===== config.mk =====
export PLATFORM = sky130hd
export DESIGN_NAME = osd_text_glyph_render
export DESIGN_NICKNAME = d
export VERILOG_FILES = /design/src/rtl/otg_pkg.sv /design/src/rtl/otg_mult.sv /design/src/rtl/osd_text_glyph_render.sv
export SDC_FILE = /design/constraint.sdc
export NUM_CORES = 1
export LEC_CHECK = 0
export ABC_CLOCK_PERIOD_IN_PS = 8610
export BUFFER_PORTS_ARGS = -buffer_cell sky130_fd_sc_hd__buf_2
export CORE_MARGIN = 4
export CORE_UTILIZATION = 40
export CTS_CLUSTER_SIZE = 24
export DETAILED_ROUTE_END_ITERATION = 6
export MAX_ROUTING_LAYER = met4
export SETUP_SLACK_MARGIN = 0.05
export SLEW_MARGIN = 15
export SYNTH_ARGS = -nofsm -noshare
export SYNTH_HDL_FRONTEND = slang
export SYNTH_HIERARCHICAL = 1
export SYNTH_SLANG_ARGS = --single-unit
export TNS_END_PERCENT = 5

===== constraint.sdc =====
create_clock -name clk -period 8.61 [get_ports clk]
set_clock_uncertainty 0.15 [all_clocks]
set_input_delay 0.861 -clock clk [delete_from_list [all_inputs] [get_ports clk]]
set_output_delay 0.861 -clock clk [all_outputs]
set_load 0.03 [all_outputs]

===== src/rtl/otg_pkg.sv =====
// Shared types, constants and font tables for the on-screen text generator.
// No dependencies; used by otg_mult and osd_text_glyph_render.
package otg_pkg;

  // Configuration register indexes.
  localparam logic [1:0] CFG_FRAME_WIDTH  = 2'd0;
  localparam logic [1:0] CFG_FRAME_HEIGHT = 2'd1;
  localparam logic [1:0] CFG_LINE_STRIDE  = 2'd2;

  // Register reset values.
  localparam logic [12:0] RST_FRAME_WIDTH  = 13'd1920;
  localparam logic [12:0] RST_FRAME_HEIGHT = 13'd1080;
  localparam logic [12:0] RST_LINE_STRIDE  = 13'd1920;

  // Magnification limits and span geometry.
  localparam logic [3:0] MAX_SCALE  = 4'd8;
  localparam logic [3:0] MIN_SCALE  = 4'd1;
  localparam int         MASK_W     = 40;
  localparam logic [5:0] MASK_BITS  = 6'd40;
  localparam int         GLYPH_COLS = 5;
  localparam logic [2:0] LAST_GLYPH_ROW = 3'd6;

  // Character codes recognized by the font lookup.
  localparam logic [7:0] CH_UPPER_A = 8'h41;
  localparam logic [7:0] CH_UPPER_Z = 8'h5a;
  localparam logic [7:0] CH_LOWER_A = 8'h61;
  localparam logic [7:0] CH_LOWER_Z = 8'h7a;
  localparam logic [7:0] CH_CASE_OFS = 8'h20;
  localparam logic [7:0] CH_ZERO    = 8'h30;
  localparam logic [7:0] CH_NINE    = 8'h39;
  localparam logic [7:0] CH_PERIOD  = 8'h2e;
  localparam logic [7:0] CH_DASH    = 8'h2d;
  localparam logic [7:0] CH_UNDER   = 8'h5f;
  localparam logic [7:0] CH_COLON   = 8'h3a;
  localparam logic [7:0] CH_SLASH   = 8'h2f;
  localparam logic [7:0] CH_SPACE   = 8'h20;

  // Font entry indexes.
  localparam logic [5:0] FI_DIGIT0  = 6'd26;
  localparam logic [5:0] FI_PERIOD  = 6'd36;
  localparam logic [5:0] FI_DASH    = 6'd37;
  localparam logic [5:0] FI_UNDER   = 6'd38;
  localparam logic [5:0] FI_COLON   = 6'd39;
  localparam logic [5:0] FI_SLASH   = 6'd40;
  localparam logic [5:0] FI_SPACE   = 6'd41;
  localparam logic [5:0] FI_UNKNOWN = 6'd42;

  // Sequencer states.
  typedef enum logic [2:0] {
    ST_IDLE,
    ST_MUL_BASE,
    ST_MUL_Y,
    ST_MUL_UV,
    ST_ADD_UV,
    ST_EMIT,
    ST_FINISH
  } state_t;

  // Operand pair for the shared multiplier.
  typedef struct packed {
    logic [12:0] a;
    logic [12:0] b;
  } mul_op_t;

  // 5x7 font; top glyph row in the most significant byte.
  localparam logic [55:0] FONT_ROM [0:42] = '{
    56'h000e010f110f00, 56'h10101e11111e00, 56'h000e1110110e00, 56'h01010f11110f00,
    56'h000e111f100e00, 56'h03040f04040400, 56'h000f110f010e00, 56'h10101e11111100,
    56'h04000c04040e00, 56'h02000602120c00, 56'h10121418141200, 56'h0c040404040e00,
    56'h001a1515151500, 56'h001e1111111100, 56'h000e1111110e00, 56'h001e111e101000,
    56'h000f110f010100, 56'h00161910101000, 56'h000f100e011e00, 56'h041f0404040300,
    56'h00111111130d00, 56'h001111110a0400, 56'h00111115150a00, 56'h00110a040a1100,
    56'h0011110f010e00, 56'h001f0204081f00, 56'h0e11131519110e, 56'h040c140404041f,
    56'h0e11010204081f, 56'h1e01010e01011e, 56'h02060a121f0202, 56'h1f10101e01011e,
    56'h0e10101e11110e, 56'h1f010204080808, 56'h0e11110e11110e, 56'h0e11110f01010e,
    56'h00000000000c0c, 56'h0000001f000000, 56'h0000000000001f, 56'h000c0c000c0c00,
    56'h01020408100000, 56'h00000000000000, 56'h000e1102040004
  };

  // Maps a character byte to its font entry, folding upper case to lower.
  function automatic logic [5:0] rom_index(input logic [7:0] code);
    logic [7:0] c;
    logic [5:0] idx;
    c = code;
    if (c >= CH_UPPER_A && c <= CH_UPPER_Z) begin
      c = c + CH_CASE_OFS;
    end
    priority if (c >= CH_LOWER_A && c <= CH_LOWER_Z) begin
      idx = 6'(c - CH_LOWER_A);
    end else if (c >= CH_ZERO && c <= CH_NINE) begin
      idx = FI_DIGIT0 + 6'(c - CH_ZERO);
    end else if (c == CH_PERIOD) begin
      idx = FI_PERIOD;
    end else if (c == CH_DASH) begin
      idx = FI_DASH;
    end else if (c == CH_UNDER) begin
      idx = FI_UNDER;
    end else if (c == CH_COLON) begin
      idx = FI_COLON;
    end else if (c == CH_SLASH) begin
      idx = FI_SLASH;
    end else if (c == CH_SPACE) begin
      idx = FI_SPACE;
    end else begin
      idx = FI_UNKNOWN;
    end
    return idx;
  endfunction

  // Returns the five pixels of one glyph row; bit 4 is the leftmost column.
  function automatic logic [4:0] font_row(input logic [5:0] idx, input logic [2:0] gy);
    logic [55:0] g;
    logic [5:0]  ofs;
    g   = (idx > FI_UNKNOWN) ? FONT_ROM[FI_UNKNOWN] : FONT_ROM[idx];
    ofs = {LAST_GLYPH_ROW - gy, 3'b000};
    return g[ofs +: 5];
  endfunction

endpackage


===== src/rtl/otg_mult.sv =====
// Shared 13x13 multiplier with a registered product for the text generator.
// Depends on otg_pkg for the operand pair type.
module otg_mult (
  input  logic               clk,
  input  otg_pkg::mul_op_t   op,
  output logic [25:0]        prod_r
);

  // One product per cycle; the result is ready the cycle after the operands.
  always_ff @(posedge clk) begin
    prod_r <= 26'(op.a) * 26'(op.b);
  end

endmodule


===== src/rtl/osd_text_glyph_render.sv =====
// On-screen text generator: turns characters into masked NV12 scanline spans.
// Depends on otg_pkg and instantiates otg_mult.
//
// Usage:
//   The input channel carries one character per transaction with its origin,
//   magnification, colour and an end-of-text flag. The output channel carries
//   one scanline span per transaction: luma and chroma row offsets, start
//   column, a 40-bit lit-pixel mask and the colour; last_row marks the final
//   span of a character. Frame width, height and stride are written on the
//   cfg_ port while the block is idle.
//   A drawn character is accepted in IDLE, then passes MUL_BASE, MUL_Y, MUL_UV
//   and ADD_UV, in which the shared multiplier forms the chroma plane base and
//   the two starting row offsets; EMIT loads one span per scanline (the luma
//   offset then advances by the stride each line, the chroma offset every
//   second line), and FINISH advances the cursor. A dropped character stays in
//   IDLE, one under bad geometry passes FINISH alone. in_stall is high while a
//   character is in work. A stall on the output holds the span register and
//   pauses the scanline sequencer. Reset restores the default 1920x1080
//   geometry and clears the cursor and the string state.
module osd_text_glyph_render (
  input  logic        clk,
  input  logic        rst_n,
  // Configuration port
  input  logic        cfg_we,
  input  logic [1:0]  cfg_addr,
  input  logic [12:0] cfg_wdata,
  // Character input channel
  input  logic        in_valid,
  output logic        in_stall,
  input  logic [7:0]  in_char_code,
  input  logic [11:0] in_start_x,
  input  logic [11:0] in_start_y,
  input  logic [3:0]  in_scale,
  input  logic [7:0]  in_luma,
  input  logic [7:0]  in_chroma_u,
  input  logic [7:0]  in_chroma_v,
  input  logic        in_end_of_text,
  // Scanline output channel
  output logic        out_valid,
  input  logic        out_stall,
  output logic [23:0] out_y_row_addr,
  output logic [24:0] out_uv_row_addr,
  output logic [12:0] out_span_x,
  output logic [39:0] out_pixel_mask,
  output logic [7:0]  out_luma,
  output logic [7:0]  out_u,
  output logic [7:0]  out_v,
  output logic        out_last_row
);

  otg_pkg::state_t state_r, state_nxt;

  // Configuration
  logic [12:0] fw_r, fh_r, stride_r;

  // String state
  logic [12:0] cursor_r;
  logic [11:0] top_r;
  logic        active_r, stopped_r;

  // Current character
  logic [5:0]  idx_r;
  logic [3:0]  s_r;
  logic [7:0]  luma_r, u_r, v_r;
  logic        eot_r;

  // Scanline walk
  logic [24:0] base_r;
  logic [23:0] ya_r;
  logic [24:0] ca_r;
  logic [12:0] row_r;
  logic [2:0]  gy_r, sub_r;
  logic [39:0] clip_r;

  // Output register
  logic        out_valid_r, out_valid_nxt;
  logic [23:0] o_ya_r;
  logic [24:0] o_ca_r;
  logic [12:0] o_x_r;
  logic [39:0] o_mask_r;
  logic [7:0]  o_luma_r, o_u_r, o_v_r;
  logic        o_last_r;

  // Shared multiplier
  otg_pkg::mul_op_t mul_op;
  logic [25:0]      prod_r;

  // Decode helpers
  logic        in_acc, stop_eff, geom_ok, load, last_span, in_frame;
  logic [3:0]  s_eff;
  logic [5:0]  six_s;
  logic [12:0] cursor_adv;
  logic [13:0] clip_diff;
  logic [5:0]  clip_n;
  logic [4:0]  glyph_bits;
  logic [39:0] low_mask, mask_raw;
  logic [5:0]  shamt;

  otg_mult u_mult (
    .clk    (clk),
    .op     (mul_op),
    .prod_r (prod_r)
  );

  // Handshake and item-level decode.
  assign in_acc   = in_valid && !in_stall;
  assign stop_eff = active_r && stopped_r;
  assign geom_ok  = (fw_r != 13'd0) && (fh_r != 13'd0) && (stride_r >= fw_r);
  assign s_eff    = (in_scale == 4'd0) ? otg_pkg::MIN_SCALE :
                    (in_scale > otg_pkg::MAX_SCALE) ? otg_pkg::MAX_SCALE : in_scale;
  assign six_s      = {s_r, 2'b00} + {1'b0, s_r, 1'b0};
  assign cursor_adv = cursor_r + 13'(six_s);
  assign last_span  = (gy_r == otg_pkg::LAST_GLYPH_ROW) && (sub_r == 3'(s_r - 4'd1));
  assign in_frame   = row_r < fh_r;

  // Clip length: columns left before the right frame edge, capped at the mask width.
  always_comb begin
    clip_diff = {1'b0, fw_r} - {1'b0, cursor_r};
    if (fw_r <= cursor_r) begin
      clip_n = 6'd0;
    end else if (clip_diff >= 14'(otg_pkg::MASK_BITS)) begin
      clip_n = otg_pkg::MASK_BITS;
    end else begin
      clip_n = clip_diff[5:0];
    end
  end

  // Horizontal expansion of the current glyph row by the scale.
  always_comb begin
    glyph_bits = otg_pkg::font_row(idx_r, gy_r);
    low_mask   = ~({otg_pkg::MASK_W{1'b1}} << s_r);
    mask_raw   = '0;
    shamt      = '0;
    for (int gx = 0; gx < otg_pkg::GLYPH_COLS; gx++) begin
      shamt = 6'(gx * s_r);
      if (glyph_bits[otg_pkg::GLYPH_COLS - 1 - gx]) begin
        mask_raw = mask_raw | (low_mask << shamt);
      end
    end
  end

  // Next-state logic of the sequencer.
  always_comb begin
    state_nxt = state_r;
    unique case (state_r)
      otg_pkg::ST_IDLE: begin
        if (in_acc) begin
          priority if (stop_eff) begin
            state_nxt = otg_pkg::ST_IDLE;
          end else if (geom_ok) begin
            state_nxt = otg_pkg::ST_MUL_BASE;
          end else begin
            state_nxt = otg_pkg::ST_FINISH;
          end
        end
      end
      otg_pkg::ST_MUL_BASE: state_nxt = otg_pkg::ST_MUL_Y;
      otg_pkg::ST_MUL_Y:    state_nxt = otg_pkg::ST_MUL_UV;
      otg_pkg::ST_MUL_UV:   state_nxt = otg_pkg::ST_ADD_UV;
      otg_pkg::ST_ADD_UV:   state_nxt = otg_pkg::ST_EMIT;
      otg_pkg::ST_EMIT: begin
        if (load && last_span) begin
          state_nxt = otg_pkg::ST_FINISH;
        end
      end
      otg_pkg::ST_FINISH:   state_nxt = otg_pkg::ST_IDLE;
      default:              state_nxt = otg_pkg::ST_IDLE;
    endcase
  end

  // Sequencer outputs: input stall, span load and multiplier operands.
  always_comb begin
    in_stall = (state_r != otg_pkg::ST_IDLE);
    load     = (state_r == otg_pkg::ST_EMIT) && (!out_valid_r || !out_stall);
    mul_op.a = stride_r;
    unique case (state_r)
      otg_pkg::ST_MUL_BASE: mul_op.b = fh_r;
      otg_pkg::ST_MUL_Y:    mul_op.b = {1'b0, top_r};
      otg_pkg::ST_MUL_UV:   mul_op.b = {2'b00, top_r[11:1]};
      default:              mul_op.b = '0;
    endcase
  end

  // Output valid flag.
  always_comb begin
    out_valid_nxt = out_valid_r;
    if (load) begin
      out_valid_nxt = 1'b1;
    end else if (!out_stall) begin
      out_valid_nxt = 1'b0;
    end
  end

  // Control state and configuration registers.
  always_ff @(posedge clk) begin
    if (!rst_n) begin
      state_r     <= otg_pkg::ST_IDLE;
      out_valid_r <= 1'b0;
      fw_r        <= otg_pkg::RST_FRAME_WIDTH;
      fh_r        <= otg_pkg::RST_FRAME_HEIGHT;
      stride_r    <= otg_pkg::RST_LINE_STRIDE;
      cursor_r    <= '0;
      top_r       <= '0;
      active_r    <= 1'b0;
      stopped_r   <= 1'b0;
    end else begin
      state_r     <= state_nxt;
      out_valid_r <= out_valid_nxt;

      if (cfg_we) begin
        unique case (cfg_addr)
          otg_pkg::CFG_FRAME_WIDTH:  fw_r     <= cfg_wdata;
          otg_pkg::CFG_FRAME_HEIGHT: fh_r     <= cfg_wdata;
          otg_pkg::CFG_LINE_STRIDE:  stride_r <= cfg_wdata;
          default: ;
        endcase
      end

      // A character with no open string starts one at its own origin.
      if (in_acc) begin
        if (!active_r) begin
          cursor_r  <= {1'b0, in_start_x};
          top_r     <= in_start_y;
          active_r  <= 1'b1;
          stopped_r <= 1'b0;
        end else if (stop_eff && in_end_of_text) begin
          active_r  <= 1'b0;
          stopped_r <= 1'b0;
        end
      end

      // Cursor advance and stop check after a character; end of text closes the string.
      if (state_r == otg_pkg::ST_FINISH) begin
        cursor_r <= cursor_adv;
        if (eot_r) begin
          active_r  <= 1'b0;
          stopped_r <= 1'b0;
        end else begin
          stopped_r <= ({1'b0, cursor_adv} + 14'(six_s)) >= {1'b0, fw_r};
        end
      end
    end
  end

  // Character capture and scanline walk.
  always_ff @(posedge clk) begin
    if (in_acc) begin
      idx_r  <= otg_pkg::rom_index(in_char_code);
      s_r    <= s_eff;
      luma_r <= in_luma;
      u_r    <= in_chroma_u;
      v_r    <= in_chroma_v;
      eot_r  <= in_end_of_text;
    end

    unique case (state_r)
      otg_pkg::ST_MUL_BASE: begin
        clip_r <= ~({otg_pkg::MASK_W{1'b1}} << clip_n);
        row_r  <= {1'b0, top_r};
        gy_r   <= '0;
        sub_r  <= '0;
      end
      otg_pkg::ST_MUL_Y:  base_r <= prod_r[24:0];
      otg_pkg::ST_MUL_UV: ya_r   <= prod_r[23:0];
      otg_pkg::ST_ADD_UV: ca_r   <= base_r + prod_r[24:0];
      otg_pkg::ST_EMIT: begin
        if (load) begin
          row_r <= row_r + 13'd1;
          ya_r  <= ya_r + 24'(stride_r);
          // The chroma row moves on when the luma row leaves an odd line.
          if (row_r[0]) begin
            ca_r <= ca_r + 25'(stride_r);
          end
          if (sub_r == 3'(s_r - 4'd1)) begin
            sub_r <= '0;
            gy_r  <= gy_r + 3'd1;
          end else begin
            sub_r <= sub_r + 3'd1;
          end
        end
      end
      default: ;
    endcase
  end

  // Span register; rows below the frame carry no pixels and zero offsets.
  always_ff @(posedge clk) begin
    if (load) begin
      o_ya_r   <= in_frame ? ya_r : '0;
      o_ca_r   <= in_frame ? ca_r : '0;
      o_x_r    <= cursor_r;
      o_mask_r <= in_frame ? (mask_raw & clip_r) : '0;
      o_luma_r <= luma_r;
      o_u_r    <= u_r;
      o_v_r    <= v_r;
      o_last_r <= last_span;
    end
  end

  assign out_valid       = out_valid_r;
  assign out_y_row_addr  = o_ya_r;
  assign out_uv_row_addr = o_ca_r;
  assign out_span_x      = o_x_r;
  assign out_pixel_mask  = o_mask_r;
  assign out_luma        = o_luma_r;
  assign out_u           = o_u_r;
  assign out_v           = o_v_r;
  assign out_last_row    = o_last_r;

endmodule


After elaboration in Yosys (flattened, before gate mapping)
Memory sizes are Yosys's and may differ from the RTL's.
Cells that the tools add are included.
- register bits: 390
- ROM bits: 3584
- output and inout port bits: 129
- memories kept: 1
- word-level logic and storage cells: 197
- bits of input ports: 81
- multipliers: 2
- eq/ne operators: 24
- order comparisons: 14
- bitwise logic cells: 9
- add/sub/neg operators: 16
- reduce and logical (&&, ||, !) cells: 37
- multiplexer cells: 55
- shift operators: 7
- memory list (memory ; depth ; width ; rd ports ; clocked after memory_dff ; write ports ; line ; text):
    (name not given) ; 64 ; 56 ; 1 ; 0 ; 0 ; otg_pkg.sv:114 ; g = (idx > FI_UNKNOWN) ? FONT_ROM[FI_UNKNOWN] : FONT_ROM[idx];
- operators with widths (cell ; count):
    two-way mux 40 bit ; 5
    two-way mux 56 bit ; 3
    bitwise OR 40 bit ; 4
    inverter 40 bit ; 2
    << shifter 40 x 6 -> 40 bit ; 2
    variable part select 56 x 7 -> 5 bit ; 1
    two-way mux 13 bit ; 4
    two-way mux 25 bit ; 2
    one-hot mux 25 bit (2 select lines) ; 1
    one-hot mux 24 bit (2 select lines) ; 1
    AND 40 bit ; 1
    == test 8 x 6 -> 1 bit, second input constant ; 5
    << shifter 40 x 4 -> 40 bit ; 1
    << shifter 40 x 4 -> 40 bit, first input constant ; 1
    << shifter 40 x 5 -> 40 bit ; 1
    << shifter 40 x 6 -> 40 bit, first input constant ; 1
    one-hot mux 13 bit (3 select lines) ; 1
    one-hot mux 13 bit (2 select lines) ; 1
    nonzero test 13 bit ; 2
    adder 25 x 13 -> 25 bit ; 1
    adder 25 bit ; 1
    multiplier 13 x 13 -> 25 bit ; 1
    adder 24 x 13 -> 24 bit ; 1
    two-way mux 24 bit ; 1
    other kinds (55) ; 120

Depth between registers and ports, before layout
Gate-level depths: netlist of run 1.
- depth after elaboration: 16
- gate-level depth with buffers: 27
- gate-level depth less buffers: 24

Modules after synthesis
The synthesis of run 1 kept the hierarchy.
- by module, submodules not included (module ; seq. area each (um^2) ; area an instance (um^2) ; cells an instance ; times used):
    osd_text_glyph_render ; 10259.8 ; 24831.3 ; 2738 ; 1
    otg_mult ; 520.5 ; 6346.1 ; 735 ; 1

Worst setup path after synthesis of run 1
OpenSTA, ideal clock, no wires.
- path kind: flip-flop to flip-flop
- start: register state_r[2]
- end: register u_mult.prod_r[21]
- arrival time: 7.187 ns
- clock period less this slack: 7.453 ns
- path buffers: 2
- data required time: 8.344 ns
- path slack: 1.157 ns
- setup time: 0.116 ns
- cell stages (with the launch flop): 22
- cells stage by stage: dfxtp_1 > clkbuf_1 > nand2b_1 > nor2_1 > a22o_1 > clkbuf_1 > nand2_1 > fa_1 > fa_1 > inv_1 > fa_1 > fa_1 > inv_1 > fa_1 > inv_1 > ha_1 > and3_1 > a21oi_1 > o21a_2 > a31oi_1 > or4b_1 > o211a_1
- RTL lines (what ; line ; text):
    from (decl) ; osd_text_glyph_render.sv:51 ; otg_pkg::state_t state_r, state_nxt;
    from (signal assigned) ; osd_text_glyph_render.sv:197 ; state_r <= otg_pkg::ST_IDLE;
    from (signal assigned) ; osd_text_glyph_render.sv:207 ; state_r <= state_nxt;
    to (signal assigned) ; otg_mult.sv:11 ; prod_r <= 26'(op.a) * 26'(op.b);
    to (decl) ; otg_mult.sv:6 ; output logic [25:0] prod_r

==> flow_metrics.env, run 1 <==
export IMPL_tightest_slew_ns=1.096
export IMPL_finalHoldViolCount=0
export IMPL_drt_initial_drc_count=2687
export IMPL_syn_inst=3457
export IMPL_post_place_cells=4534
export IMPL_die_w_um=286.7
export IMPL_die_h_um=286.7
export IMPL_ir_worst_vdd_mv=0.1530
export IMPL_avgSynthCellArea_um2=8.985
export IMPL_antenna_left=0
export IMPL_gp_congestion=0.9977
export IMPL_worst_endpoint_arrival_ns=7.11
export IMPL_fin_nets=3980
export IMPL_required_ns=8.92
export IMPL_drv_slew=0
export IMPL_cts_hold_buf=0
export IMPL_finalNonFillerCells=4620
export IMPL_fmax_mhz=147.1
export IMPL_vias_per_cell=5.727
export IMPL_first_pass_iters=6
export IMPL_drive_gt1_frac=0.1115
export IMPL_core_mm2=0.07645
export IMPL_dieArea_mm2=0.08218
export IMPL_status="finished clean"
export IMPL_num_io_pins=210
export IMPL_yosys_warnings=6
export IMPL_numCtsBuffers=45
export IMPL_min_path_type="flop to flop"
export IMPL_overflow=0
export IMPL_maxCapViolCount=0
export IMPL_finalSetupViolCount=0
export IMPL_critPathMaxFanout=25
export IMPL_relSlewSlack=0.2635
export IMPL_criticalPathCategory="flop to flop"
export IMPL_grt_max_degree=84
export IMPL_postCtsSetupBuffers=0
export IMPL_cp_end_kind="flop"
export IMPL_clk_latency_ns=0.58
export IMPL_grtUsageMet1=0.3138
export IMPL_antenna_found_initial=2
export IMPL_cts_htree_levels=2
export IMPL_io_buffers=209
export IMPL_clkTransAtPathRegs_ns=0.06
export IMPL_cts_tree="done"
export IMPL_grtUsageMet2=0.4053
export IMPL_p_per_area_mw_per_mm2=292.9
export IMPL_clock_sinks=390
export IMPL_grt_pass1_vias=25980
export IMPL_busiest_layer="met2"
export IMPL_final_setup_tns_ns=0
export IMPL_cts_root_buf="clkbuf_16"
export IMPL_syn_cell_area_mm2=0.03106
export IMPL_cts_buffer_depth=3
export IMPL_grt_pass1_wl_mm=155.0
export IMPL_final_common_cell="nand2_1"
export IMPL_worstSetupStartpointType="flop"
export IMPL_met3_usage=0.03304
export IMPL_area_growth_pct=11.38
export IMPL_final_period_utilization=0.7894
export IMPL_start_util=0.4063
export IMPL_remaining_drc_errors=0
export IMPL_grt_use_total=0.2457
export IMPL_row_count=101
export IMPL_rsz0062_at_grt="false"
export IMPL_leakage_nw=14.22
export IMPL_syn_nets=3886
export IMPL_wl_per_cell_um=21.52
export IMPL_p_total_mw=10.13
export IMPL_place_detailed_hpwl_mm=73.57
export IMPL_mostFrequentLayoutCells="nand2_1 (426), edfxtp_1 (295), inv_1 (276)"
export IMPL_vias=26460
export IMPL_routed_wl_mm=99.43
export IMPL_ctsResizeCount=0
export IMPL_min_period_ns=6.796
## flip-flops by register name, indices dropped and copies added (netlist names), 24 cells and up
signal           count
out_y_row_addr      24
clip_r              40
ca_r                25
out_uv_row_addr     25
out_pixel_mask      40
ya_r                24
base_r              25
u_mult/prod_r       25
## metrics by stage
step | area [um^2] | hold WS (ns) | setup slack [ns] | utilization
after CTS | 34590 | 0.2562 | 1.817 | 0.4524
after detailed placement | 32980 | 0.2545 | 1.852 | 0.4314
after floorplan | 31060 | 0.2503 | 1.170 | -
final | 34600 | 0.2679 | 1.814 | 0.4525
after global placement | 32980 | 0.2505 | 1.972 | 0.4314
after global routing | 34590 | 0.2645 | 1.386 | 0.4525
## routing by layer
layer,wire length [um],up-vias
met5,0,-
met3,6743,252
met4,3844,0
met2,47370,1052
met1,41480,12700
li1,-,12450
## critical path, cell delays in order, from the launching register on
cell and delay [ns]:
dfxtp_1 0.30, buf_4 0.21, nor2_1 0.55, a22oi_1 0.20, nor2_1 0.75, nand2_1 0.17
fa_1 0.53, fa_1 0.51, inv_1 0.06, fa_1 0.48, fa_1 0.49, inv_1 0.05
fa_1 0.47, inv_1 0.04, ha_1 0.33, and3_1 0.19, a21oi_1 0.21, o21a_2 0.23
a31oi_1 0.11, or4b_1 0.52, o211a_1 0.14
## where the power goes
part           switching, mW  total (mW)  internal, mW  leakage (nW)
logic                   3.50        5.24          1.75          9.96
clock network          0.808        2.05          1.25         0.765
registers              0.270        2.83          2.56          3.49
## layout make-up
cell class,count,area (um^2)
Multi-Input combinational cell,2571,18440
Inverter,284,1071
Clock inverter,25,271.5
Antenna cell,2,5.005
Clock buffer,59,1335
Fill cell,7465,41860
Tap cell,1030,1289
Sequential cell,390,10760
Timing Repair Buffer,259,1421
## final timing paths
kind / cells past startpoint / slack [ns] / start / to
max reg2reg: 20 / 1.81 / state_r[0] / u_mult/prod_r[21]
min reg2reg: 0 / 0.27 / v_r[2] / out_v[2]
max: 20 / 1.81 / state_r[0] / u_mult/prod_r[21]
min: 0 / 0.27 / v_r[2] / out_v[2]
No activity file was read; power rests on OpenSTA's default activity.
==> run 2, diff against run 1 <==
ABC_CLOCK_PERIOD_IN_PS = 7000   (was 8610)
clock period = 7 ns   (was 8.61 ns; I/O delays follow)
==> run 2 against run 1 <==
- combinational power up 24%
- non-clock buffer count grew 26
- core utilization is 0.23 points higher
- setup slack got worse by 1.2 ns
- via count grew 1.3%
- sequential share of layout area is 0.16 points lower
- design area up 0.52%
- power grew 24%
- clock-buffer cell count is 1 lower
- critical endpoint unchanged
==> flow_metrics.env, run 2 (synthesis results as in run 1) <==
export IMPL_status="finished clean"
export IMPL_fin_util=0.4548
export IMPL_die_w_um=286.7
export IMPL_worstSetupStartpointType="flop"
export IMPL_criticalPathCategory="flop to flop"
export IMPL_die_h_um=286.7
export IMPL_cts_root_buf="clkbuf_16"
export IMPL_cts_hold_buf=0
export IMPL_start_util=0.4063
export IMPL_min_period_ns=6.356
export IMPL_dieArea_mm2=0.08218
export IMPL_drv_slew=0
export IMPL_drt_initial_drc_count=2821
export IMPL_first_pass_iters=6
export IMPL_vias=26800
export IMPL_num_io_pins=210
export IMPL_io_buffers=209
export IMPL_fmax_mhz=157.3
export IMPL_multi_input_area_mm2=0.01846
export IMPL_antenna_found_initial=1
export IMPL_drive_gt1_frac=0.1175
export IMPL_finalSetupViolCount=0
export IMPL_relSlewSlack=0.2520
export IMPL_row_count=101
export IMPL_ctsResizeCount=0
export IMPL_numCtsBuffers=47
export IMPL_mostFrequentLayoutCells="nand2_1 (426), edfxtp_1 (295), inv_1 (276)"
export IMPL_clk_latency_ns=0.59
export IMPL_cp_end_kind="flop"
export IMPL_critPathMaxFanout=15
export IMPL_postCtsSetupBuffers=0
export IMPL_grt_pass1_wl_mm=157.2
export IMPL_area_growth_pct=11.95
export IMPL_remaining_drc_errors=0
export IMPL_post_place_cells=4560
export IMPL_clock_sinks=390
export IMPL_rsz0062_at_grt="false"
export IMPL_gp_congestion=0.9974
export IMPL_ir_worst_vdd_mv=0.1873
export IMPL_overflow=0
export IMPL_fillers=7476
export IMPL_place_detailed_hpwl_mm=76.33
export IMPL_routed_wl_mm=101.8
export IMPL_min_path_type="input pin to flop"
export IMPL_vias_per_cell=5.765
export IMPL_maxCapViolCount=0
export IMPL_grt_max_degree=74
export IMPL_final_period_utilization=0.9081
export IMPL_worst_endpoint_arrival_ns=6.67
export IMPL_cts_tree="done"
export IMPL_fin_nets=4008
export IMPL_clkTransAtPathRegs_ns=0.06
export IMPL_p_total_mw=12.54
export IMPL_finalHoldViolCount=0
export IMPL_leakage_nw=14.36
export IMPL_finalNonFillerCells=4648
export IMPL_final_common_cell="nand2_1"
export IMPL_final_setup_tns_ns=0
export IMPL_p_per_area_mw_per_mm2=360.6
export IMPL_grt_pass1_vias=26370
export IMPL_wl_per_cell_um=21.91
export IMPL_cts_buffer_depth=3
export IMPL_cts_htree_levels=2
export IMPL_hold_ws_ns=0.1336
export IMPL_required_ns=7.31
export IMPL_grt_use_total=0.2503
export IMPL_antenna_left=0
export IMPL_core_mm2=0.07645
export IMPL_tightest_slew_ns=1.113
export IMPL_ff_latch_area_mm2=0.01076
[run 2: final cells by class]
type / instances / area share
Antenna cell: 2 / 0.0001439
Clock buffer: 58 / 0.03652
Clock inverter: 28 / 0.008851
Inverter: 284 / 0.03080
Multi-Input combinational cell: 2571 / 0.5307
Sequential cell: 390 / 0.3094
Tap cell: 1030 / 0.03706
Timing Repair Buffer: 285 / 0.04649
[run 2: critical path: stages, from the launching register on]
cell and delay (ns):
dfxtp_1 0.54, buf_4 0.30, a22oi_1 0.09, nor2_1 0.59, and2_1 0.26, fa_1 0.42, inv_1 0.08, fa_1 0.40
inv_1 0.08, fa_1 0.47, fa_1 0.55, inv_1 0.05, fa_1 0.47, inv_1 0.04, ha_1 0.33, and3_1 0.19
a21oi_1 0.24, o21a_2 0.23, a31oi_1 0.10, or4b_1 0.51, o211a_1 0.13
[run 2: worst paths after layout]
| check | start | to | slack, ns | cells after the start |
|---|---|---|---|---|
| worst max register to register | state_r[0] | u_mult/prod_r[21] | 0.64 | 20 |
| worst min register to register | luma_r[5] | out_luma[5] | 0.27 | 0 |
| worst min-delay path | in_luma[4] | luma_r[4] | 0.13 | 1 |
| worst max-delay path | state_r[0] | u_mult/prod_r[21] | 0.64 | 20 |
[run 2: metrics by stage]
stage / cell area [um^2] / setup WS [ns]
2_1_floorplan: 31070 / 0.2523
3_3_place_gp: 33190 / 0.8419
3_5_place_dp: 33190 / 0.7637
4_1_cts: 34770 / 0.7121
5_1_grt: 34770 / 0.3206
6_report: 34770 / 0.6436
[run 2: where the power goes]
group / internal (mW) / switching (mW) / total [mW]
clock network: 1.51 / 1.01 / 2.52
logic: 2.19 / 4.31 / 6.50
registers: 3.16 / 0.360 / 3.52
[run 2: per-layer routing]
layer | vias to the layer above | routed length (um) | part of all wire | track usage
met5 | - | 0 | 0 | -
met4 | 0 | 4149 | 0.041 | 0.09226
met3 | 261 | 6945 | 0.068 | 0.03407
met2 | 1098 | 47980 | 0.47 | 0.4060
met1 | 12910 | 42770 | 0.42 | 0.3211
li1 | 12530 | - | - | -
